`config.mk`:
```
export PLATFORM = sky130hd
export DESIGN_NAME = demo_message_deframer_unit
export DESIGN_NICKNAME = d
export VERILOG_FILES = /design/src/hw/rtl/mdf_pkg.sv /design/src/hw/rtl/demo_message_deframer_unit.sv /design/src/hw/rtl/mdf_cfg_regs.sv /design/src/hw/rtl/mdf_frame_core.sv /design/src/hw/rtl/mdf_out_skid.sv
export SDC_FILE = /design/constraint.sdc
export NUM_CORES = 1
export LEC_CHECK = 0
export BUFFER_PORTS_ARGS = -buffer_cell sky130_fd_sc_hd__buf_4
export CORE_ASPECT_RATIO = 1.5
export CORE_MARGIN = 3
export CORE_UTILIZATION = 58
export CTS_BUF_LIST = sky130_fd_sc_hd__clkbuf_4
export DETAILED_ROUTE_END_ITERATION = 8
export PLACE_DENSITY_LB_ADDON = 0.25
export SETUP_SLACK_MARGIN = 0.2
export SYNTH_ARGS = -nofsm -noshare
export SYNTH_HDL_FRONTEND = slang
export SYNTH_SLANG_ARGS = --single-unit
export TNS_END_PERCENT = 50
```
`constraint.sdc`:
```
create_clock -name aclk -period 9.6 [get_ports aclk]
set_input_delay 0.48 -clock aclk [delete_from_list [all_inputs] [get_ports aclk]]
set_output_delay 0.48 -clock aclk [all_outputs]
set_load 0.005 [all_outputs]
```
`src/hw/rtl/mdf_pkg.sv`:
```
// ----------------------------------------------------------------------------
// mdf_pkg
// Shared types, constants and helpers of the demo message deframer.
// ----------------------------------------------------------------------------
package mdf_pkg;

    // Width of the internal saturating totals
    localparam int TOTAL_BITS   = 24;
    // Width of the reported totals
    localparam int OUT_BITS     = 24;

    localparam int FIXED_SIZE   = 10;
    localparam int MULTI_OFFSET = 6;
    localparam int PLAIN_OFFSET = 2;
    localparam int LENGTH_BYTES = 4;

    localparam logic [3:0] BODY_PHASE = 4'd15;

    localparam int CFG_IDX_BITS = 3;

    // Sum of a total and a 33-bit message size never needs more than this
    localparam int SUM_BITS  = 34;
    localparam int WIDE_BITS = 33;
    localparam logic [WIDE_BITS-1:0] OUT_MAX = (WIDE_BITS'(1) << OUT_BITS) - WIDE_BITS'(1);

    typedef enum logic [CFG_IDX_BITS-1:0] {
        CFG_BYTE_LIMIT = 3'd0,
        CFG_OVERSIZE   = 3'd1,
        CFG_TYPE_MASK  = 3'd2,
        CFG_FIXED_CODE = 3'd3,
        CFG_MULTI_CODE = 3'd4
    } cfg_idx_t;

    typedef struct packed {
        logic [23:0] byte_limit;
        logic [31:0] oversize_threshold;
        logic [7:0]  type_mask;
        logic [7:0]  fixed_type_code;
        logic [7:0]  multi_type_code;
    } cfg_t;

    typedef struct packed {
        logic [OUT_BITS-1:0] complete_bytes;
        logic [OUT_BITS-1:0] time_total;
        logic                message_done;
        logic                limit_reached;
        logic                final_result;
        logic                length_warning;
    } res_t;

    function automatic logic [TOTAL_BITS-1:0] sat_add(
        input logic [TOTAL_BITS-1:0] a,
        input logic [32:0]           b
    );
        logic [SUM_BITS-1:0] s;
        s = SUM_BITS'(a) + SUM_BITS'(b);
        if (|s[SUM_BITS-1:TOTAL_BITS]) begin
            return '1;
        end
        return s[TOTAL_BITS-1:0];
    endfunction

    function automatic logic [OUT_BITS-1:0] out_sat(input logic [TOTAL_BITS-1:0] t);
        logic [WIDE_BITS-1:0] w;
        w = WIDE_BITS'(t);
        if (w > OUT_MAX) begin
            return '1;
        end
        return w[OUT_BITS-1:0];
    endfunction

endpackage

```
`src/hw/rtl/demo_message_deframer_unit.sv`:
```
// ----------------------------------------------------------------------------
// demo_message_deframer_unit
// Frames demo stream messages and keeps saturating byte and time totals.
// ----------------------------------------------------------------------------
//  channel  dir  handshake            payload
//  s_*      in   s_tvalid/s_tready    tdata: data_byte; tuser: buffer_start;
//                                     tlast: buffer_end
//  m_*      out  m_tvalid/m_tready    tdata: complete_bytes, time_total;
//                                     tuser: done, limit, warning; tlast: final
//  cfg_*    in   cfg_valid/cfg_ready  cfg_index, cfg_data
//
//  One byte per cycle while s_tready is high; each result is registered before it is visible.
//  The framing state register closes the framing loop through combinational next-state logic.
//  Synchronous active-low reset clears framing state and totals and loads the config defaults.
//  A stalled result sits in the output register; one more result fits in the
//  skid entry, after which s_tready drops until the result side drains.
// ----------------------------------------------------------------------------
module demo_message_deframer_unit (
    input  logic                             aclk,
    input  logic                             aresetn,

    input  logic                             s_tvalid,
    output logic                             s_tready,
    input  logic [7:0]                       s_tdata,   // [7:0] data_byte
    input  logic                             s_tuser,   // [0] buffer_start
    input  logic                             s_tlast,   // buffer_end

    output logic                             m_tvalid,
    input  logic                             m_tready,
    output logic [47:0]                      m_tdata,   // [23:0] complete_bytes,
                                                        // [47:24] time_total
    output logic [2:0]                       m_tuser,   // [0] message_done,
                                                        // [1] limit_reached,
                                                        // [2] length_warning
    output logic                             m_tlast,   // final_result

    input  logic                             cfg_valid,
    output logic                             cfg_ready,
    input  logic [mdf_pkg::CFG_IDX_BITS-1:0] cfg_index,
    input  logic [31:0]                      cfg_data
);

    mdf_pkg::cfg_t cfg;
    mdf_pkg::res_t res;
    mdf_pkg::res_t out_res;
    logic          res_push;
    logic          can_push;
    logic          in_fire;

    assign cfg_ready = 1'b1;
    assign s_tready  = can_push;
    assign in_fire   = s_tvalid && s_tready;

    mdf_cfg_regs u_cfg (
        .aclk      (aclk),
        .aresetn   (aresetn),
        .cfg_write (cfg_valid && cfg_ready),
        .cfg_index (cfg_index),
        .cfg_data  (cfg_data),
        .cfg       (cfg)
    );

    mdf_frame_core u_core (
        .aclk         (aclk),
        .aresetn      (aresetn),
        .cfg          (cfg),
        .in_fire      (in_fire),
        .data_byte    (s_tdata),
        .buffer_start (s_tuser),
        .buffer_end   (s_tlast),
        .res_push     (res_push),
        .res          (res)
    );

    mdf_out_skid u_out (
        .aclk      (aclk),
        .aresetn   (aresetn),
        .push      (res_push),
        .push_data (res),
        .can_push  (can_push),
        .out_valid (m_tvalid),
        .out_ready (m_tready),
        .out_data  (out_res)
    );

    assign m_tdata = {out_res.time_total, out_res.complete_bytes};
    assign m_tuser = {out_res.length_warning, out_res.limit_reached, out_res.message_done};
    assign m_tlast = out_res.final_result;

    // input back-pressure only comes from a full skid entry
    a_stall_needs_result: assert property (@(posedge aclk) disable iff (!aresetn)
        !s_tready |-> m_tvalid)
        else $error("input stalled with no result pending");

    // the last byte of a buffer always yields a result
    a_end_gives_result: assert property (@(posedge aclk) disable iff (!aresetn)
        (s_tvalid && s_tready && s_tlast) |=> m_tvalid)
        else $error("buffer end produced no result");

    a_reset_empties: assert property (@(posedge aclk)
        !aresetn |=> !m_tvalid)
        else $error("result valid right after reset");

endmodule

```
`src/hw/rtl/mdf_cfg_regs.sv`:
```
// ----------------------------------------------------------------------------
// mdf_cfg_regs
// Configuration register file, written through the config request channel.
// ----------------------------------------------------------------------------
module mdf_cfg_regs (
    input  logic                              aclk,
    input  logic                              aresetn,
    input  logic                              cfg_write,
    input  logic [mdf_pkg::CFG_IDX_BITS-1:0]  cfg_index,
    input  logic [31:0]                       cfg_data,
    output mdf_pkg::cfg_t                     cfg
);

    mdf_pkg::cfg_t cfg_reg;
    mdf_pkg::cfg_t cfg_next;

    always_comb begin
        cfg_next = cfg_reg;
        if (cfg_write) begin
            unique case (cfg_index)
                mdf_pkg::CFG_BYTE_LIMIT: cfg_next.byte_limit         = cfg_data[23:0];
                mdf_pkg::CFG_OVERSIZE:   cfg_next.oversize_threshold = cfg_data;
                mdf_pkg::CFG_TYPE_MASK:  cfg_next.type_mask          = cfg_data[7:0];
                mdf_pkg::CFG_FIXED_CODE: cfg_next.fixed_type_code    = cfg_data[7:0];
                mdf_pkg::CFG_MULTI_CODE: cfg_next.multi_type_code    = cfg_data[7:0];
                default: ;  // writes past the list are dropped
            endcase
        end
    end

    always_ff @(posedge aclk) begin
        if (!aresetn) begin
            cfg_reg.byte_limit         <= 24'd0;
            cfg_reg.oversize_threshold <= 32'd65536;
            cfg_reg.type_mask          <= 8'd7;
            cfg_reg.fixed_type_code    <= 8'd2;
            cfg_reg.multi_type_code    <= 8'd3;
        end else begin
            cfg_reg <= cfg_next;
        end
    end

    assign cfg = cfg_reg;

endmodule

```
`src/hw/rtl/mdf_frame_core.sv`:
```
// ----------------------------------------------------------------------------
// mdf_frame_core
// Framing state and totals; one byte is consumed per accepted request.
// ----------------------------------------------------------------------------
module mdf_frame_core (
    input  logic          aclk,
    input  logic          aresetn,
    input  mdf_pkg::cfg_t cfg,
    input  logic          in_fire,
    input  logic [7:0]    data_byte,
    input  logic          buffer_start,
    input  logic          buffer_end,
    output logic          res_push,
    output mdf_pkg::res_t res
);

    typedef struct packed {
        logic [3:0]                     hdr_pos;
        logic [2:0]                     len_off;
        logic [31:0]                    len_gather;
        logic [31:0]                    bytes_left;
        logic [7:0]                     pend_time;
        logic [mdf_pkg::TOTAL_BITS-1:0] byte_total;
        logic [mdf_pkg::TOTAL_BITS-1:0] time_sum;
        logic                           stopped;
        logic                           warned;
    } state_t;

    state_t     st_reg;
    state_t     st_next;
    state_t     cur;
    state_t     n;
    logic       done;
    logic       fin;
    logic [7:0] typ;
    logic [1:0] k;
    logic [3:0] rel;
    logic [32:0] msg_size;

    always_comb begin
        // start mark clears everything before the byte is used
        cur  = buffer_start ? '0 : st_reg;
        n    = cur;
        fin  = 1'b0;
        done = 1'b0;
        typ  = data_byte & cfg.type_mask;
        rel  = cur.hdr_pos - {1'b0, cur.len_off};
        k    = rel[1:0];

        if (!cur.stopped) begin
            priority if (cur.hdr_pos == 4'd0) begin
                n.pend_time = data_byte;
                n.hdr_pos   = 4'd1;
            end else if (cur.hdr_pos == 4'd1) begin
                if (typ == cfg.fixed_type_code) begin
                    n.len_off    = 3'd0;
                    n.len_gather = 32'(mdf_pkg::FIXED_SIZE - mdf_pkg::LENGTH_BYTES);
                    n.bytes_left = 32'(mdf_pkg::FIXED_SIZE - 2);
                    n.hdr_pos    = mdf_pkg::BODY_PHASE;
                end else begin
                    n.len_off    = (typ == cfg.multi_type_code) ?
                                   3'(mdf_pkg::MULTI_OFFSET) : 3'(mdf_pkg::PLAIN_OFFSET);
                    n.len_gather = 32'd0;
                    n.hdr_pos    = 4'd2;
                end
            end else if (cur.hdr_pos == mdf_pkg::BODY_PHASE) begin
                if (cur.bytes_left != 32'd0) begin
                    n.bytes_left = cur.bytes_left - 32'd1;
                end
                if (n.bytes_left == 32'd0) begin
                    fin = 1'b1;
                end
            end else begin
                if (5'(cur.hdr_pos) >= 5'(cur.len_off)) begin
                    n.len_gather = cur.len_gather | (32'(data_byte) << {k, 3'b000});
                end
                if (5'(cur.hdr_pos) >= 5'(cur.len_off) + 5'd3) begin
                    if (n.len_gather > cfg.oversize_threshold) begin
                        n.warned = 1'b1;
                    end
                    n.bytes_left = n.len_gather;
                    if (n.len_gather == 32'd0) begin
                        fin = 1'b1;
                    end else begin
                        n.hdr_pos = mdf_pkg::BODY_PHASE;
                    end
                end else begin
                    n.hdr_pos = cur.hdr_pos + 4'd1;
                end
            end
        end

        msg_size = 33'(n.len_gather) + 33'(n.len_off) + 33'(mdf_pkg::LENGTH_BYTES);
        if (fin) begin
            done         = 1'b1;
            n.byte_total = mdf_pkg::sat_add(n.byte_total, msg_size);
            n.time_sum   = mdf_pkg::sat_add(n.time_sum, 33'(n.pend_time));
            n.hdr_pos    = 4'd0;
            n.len_off    = 3'd0;
            n.len_gather = 32'd0;
            n.bytes_left = 32'd0;
            n.pend_time  = 8'd0;
            if (cfg.byte_limit != 24'd0 &&
                33'(n.byte_total) >= 33'(cfg.byte_limit)) begin
                n.stopped = 1'b1;
            end
        end

        res.complete_bytes = mdf_pkg::out_sat(n.byte_total);
        res.time_total     = mdf_pkg::out_sat(n.time_sum);
        res.message_done   = done;
        res.limit_reached  = n.stopped;
        res.final_result   = buffer_end;
        res.length_warning = n.warned;

        res_push = in_fire && (done || buffer_end);

        if (in_fire) begin
            st_next = buffer_end ? '0 : n;
        end else begin
            st_next = st_reg;
        end
    end

    always_ff @(posedge aclk) begin
        if (!aresetn) begin
            st_reg <= '0;
        end else begin
            st_reg <= st_next;
        end
    end

endmodule

```
`src/hw/rtl/mdf_out_skid.sv`:
```
// ----------------------------------------------------------------------------
// mdf_out_skid
// Result register with one skid entry behind it.
// ----------------------------------------------------------------------------
module mdf_out_skid (
    input  logic          aclk,
    input  logic          aresetn,
    input  logic          push,
    input  mdf_pkg::res_t push_data,
    output logic          can_push,
    output logic          out_valid,
    input  logic          out_ready,
    output mdf_pkg::res_t out_data
);

    logic          out_valid_reg;
    logic          skid_valid_reg;
    mdf_pkg::res_t out_reg;
    mdf_pkg::res_t skid_reg;
    logic          pop;

    assign pop = out_valid_reg && out_ready;

    always_ff @(posedge aclk) begin
        if (!aresetn) begin
            out_valid_reg  <= 1'b0;
            skid_valid_reg <= 1'b0;
        end else begin
            if (push) begin
                // push is only offered while the skid entry is free
                if (!out_valid_reg || pop) begin
                    out_valid_reg <= 1'b1;
                end else begin
                    skid_valid_reg <= 1'b1;
                end
            end else if (pop) begin
                if (skid_valid_reg) begin
                    skid_valid_reg <= 1'b0;
                end else begin
                    out_valid_reg <= 1'b0;
                end
            end
        end
    end

    always_ff @(posedge aclk) begin
        if (push) begin
            if (!out_valid_reg || pop) begin
                out_reg <= push_data;
            end else begin
                skid_reg <= push_data;
            end
        end else if (pop && skid_valid_reg) begin
            out_reg <= skid_reg;
        end
    end

    assign can_push  = !skid_valid_reg;
    assign out_valid = out_valid_reg;
    assign out_data  = out_reg;

endmodule
```
==> out/qor.yml <==
run_status:
  outcome: "complete, no violations"
grt:
  gr-total-overflow: 0
  grt_pass1_vias: 18580
  grt_max_degree: 95
  grt_first_pass_wirelength_microns: 101900
  antenna_found_initial: 2
  track_usage: 0.3557
critical_path:
  crit_type: "reg2reg"
  worstPathMaxFanout: 41
  cp_slowest_cell: "nor2b_1"
  critical-path-top-delay-family: "compound AO/OA/AOI/OAI gates"
  cp-end-kind: "flip-flop"
  crit_arrival_ns: 8.95
  path_common_cell: "nor2b_1"
  max_stage_delay_ns: 0.58
  start_kind: "flip-flop"
  r2r_slack_ns: 1.13
  worstPathBufferInverterCount: 5
  critPathRequiredTime_ns: 10.09
synthesis:
  synth_compound_area_frac: 0.2319
  synth_edf_count: 104
  synth_area_leader_cell: "dfxtp_1"
  synth-simple-area-share: 0.2060
  syn_avg_cell_area_sq_um: 8.423
  yosysWarningCount: 0
  synth_xor_area_frac: 0.02060
  synth_area_sq_mm: 0.01998
  synth_top_family_by_area: "compound AO/OA/AOI/OAI gates"
  seq_area_frac_synth: 0.3677
  synth_ff_type: "dfxtp_1"
  synthCells: 2372
  synth_fp_nets: 2573
  synth_cell_types: 99
  ys_ff_latch: 315
  synth.area.mux_share: 0.02179
  synth_adder_area_share: 0.09682
  synth_top_area_share: 0.2114
  async_reset_ff_frac: 0
  netlist_top_cells_area: "dfxtp_1 21%, edfxtp_1 16%, ha_1 9.1%, nand2_1 6.8%, o21ai_0 4.1%"
placement:
  gp_congestion: 0.9929
  port_buffers: 103
  hpwl_microns: 48800
  dp_cells: 2801
timing:
  hold_viol: 0
  clock.fmax_mhz: 118.1
  fin_crit_sh: 0.8821
  slew_violations: 0
  finalCriticalPeriod_ns: 8.468
  worst_slew_pin_slew_ns: 1.202
  setup_viol: 0
  fin_skew_ns: 0.03957
  slew_headroom: 0.1986
  rsz0062_at_grt: "false"
  final.setup.tns_ns: 0
finish:
  fin_util: 0.6666
  stdcell_count: 2981
  drive_gt1_frac: 0.1380
  largest_reg_flops: 129
  layout_common_cells: "363 x nand2_1, 211 x dfxtp_1, 172 x nor2_1"
  final_common_cell: "nand2_1"
  syn2layout_area_growth_pct: 12.27
  nets: 2696
job:
  maxCapViolCount: 0
routing:
  dr_total_vias: 18952
  drc: 0
  wire_per_inst_microns: 22.26
  viasPerCell: 6.358
  firstDrtPassIters: 8
  first_iter_violations: 1721
  postRouteAntennaNets: 0
  routed_wl_microns: 66360
clock_tree:
  cts_buffers: 78
  cts_root_buf: "clkbuf_4"
  cts_tree: "yes"
  cts.sinks: 315
  htreeDepth: 3
  postCtsResizedCells: 0
  cts_setup_buffers: 0
  clockBufferDepth: 3
  path_clk_slew_ns: 0.08
  holdBufCountCts: 34
  clk_latency_ns: 0.78
die:
  initial_core_util: 0.5937
  die_x_microns: 157.5
  core_region_area_sq_mm: 0.03365
  std_cell_rows: 82
  ioPinCount: 105
  dieArea_sq_mm: 0.03676
  die_y_microns: 233.3
power_and_ir_drop:
  ir_drop_mv: 0.1247
  powerDensity_mw_per_mm2: 128.3
  finalPower_mw: 2.877
  p_leak_nw: 9.338
hold_path:
  hold_class: "in2reg"
-- logic make-up (layout without fill, tap and decap cells) --
kind of cell,count (synthesis),after routing
DFF,315,315
other,1,4
adders and majority gates,151,151
buffers and inverters,274,460
and+or+nand+nor,861,861
AOI/OAI and AO/OA,684,684
xor gates and xnor gates,47,47
muxes,39,39
-- cell type report --
type                            instances  area (sq um)
Timing Repair Buffer                  177          1426
Antenna cell                            3         7.507
Multi-Input combinational cell       1783         11580
Fill cell                            2864         11220
Inverter                              140         525.5
Clock buffer                          116         870.8
Sequential cell                       315          7347
Tap cell                              420         525.5
Clock inverter                         27         152.6
-- layer usage --
metal | global-route usage | vias to the layer above | wire length (microns)
met5 | 0 | - | 0
met4 | 0.2109 | 0 | 4129
met3 | 0.06413 | 241 | 4956
met2 | 0.6098 | 881 | 32610
met1 | 0.4112 | 8987 | 24670
li1 | - | 8843 | -
-- cell usage after synthesis (9+ instances only) --
cell	n
nand2_1	363
dfxtp_1	211
nor2_1	173
o21ai_0	164
ha_1	145
inv_1	137
a21oi_1	109
edfxtp_1	104
clkbuf_1	91
nor2b_1	82
a21boi_0	79
nand3_1	57
a22o_1	56
a31oi_1	38
xnor2_1	34
a21o_1	33
buf_2	32
mux2_2	32
nor3_1	30
nand4_1	25
nor4_1	24
a211oi_1	20
o22ai_1	18
and3_1	17
a22oi_1	16
nand2b_1	15
o21a_1	14
o31ai_1	14
or4_1	14
xor2_1	13
a41oi_1	12
o211ai_1	12
o2bb2ai_1	12
and2_1	9
or2_2	9
-- worst register-to-register path: cells and delay by family, from the launching register on --
family | cells | cell delay, ns
AOI/OAI and AO/OA | 17 | 3.67
adders and majority gates | 6 | 1.83
buffers and inverters | 5 | 0.89
DFF | 1 | 0.37
and+or+nand+nor | 6 | 1.45
-- worst paths after layout --
| check | from | to | cells past startpoint |
|---|---|---|---|
| max | u_core.st_reg[125] | u_out.out_data[2] | 34 |
| min | cfg_index[1] | u_cfg.cfg[28] | 4 |
| max reg2reg | u_core.st_reg[125] | u_out.out_data[2] | 34 |
| min reg2reg | u_core.st_reg[47] | u_core.st_reg[47] | 2 |
-- power by group --
group / switching [mW] / internal (mW)
clock: 0.580 / 0.587
combinational: 0.193 / 0.111
sequential: 0.0127 / 1.39
total: 0.786 / 2.09
-- per-stage QoR --
stage          setup WS [ns]  area, sq um  hold slack, ns
2_1_floorplan         0.2360        19980          0.4173
3_3_place_gp           1.030        21060          0.4289
3_5_place_dp          0.8464        21060          0.4351
4_1_cts                1.304        22420          0.1358
5_1_grt               0.7133        22430          0.2025
6_report               1.132        22430          0.1944
(Power assumes the default switching activity.)
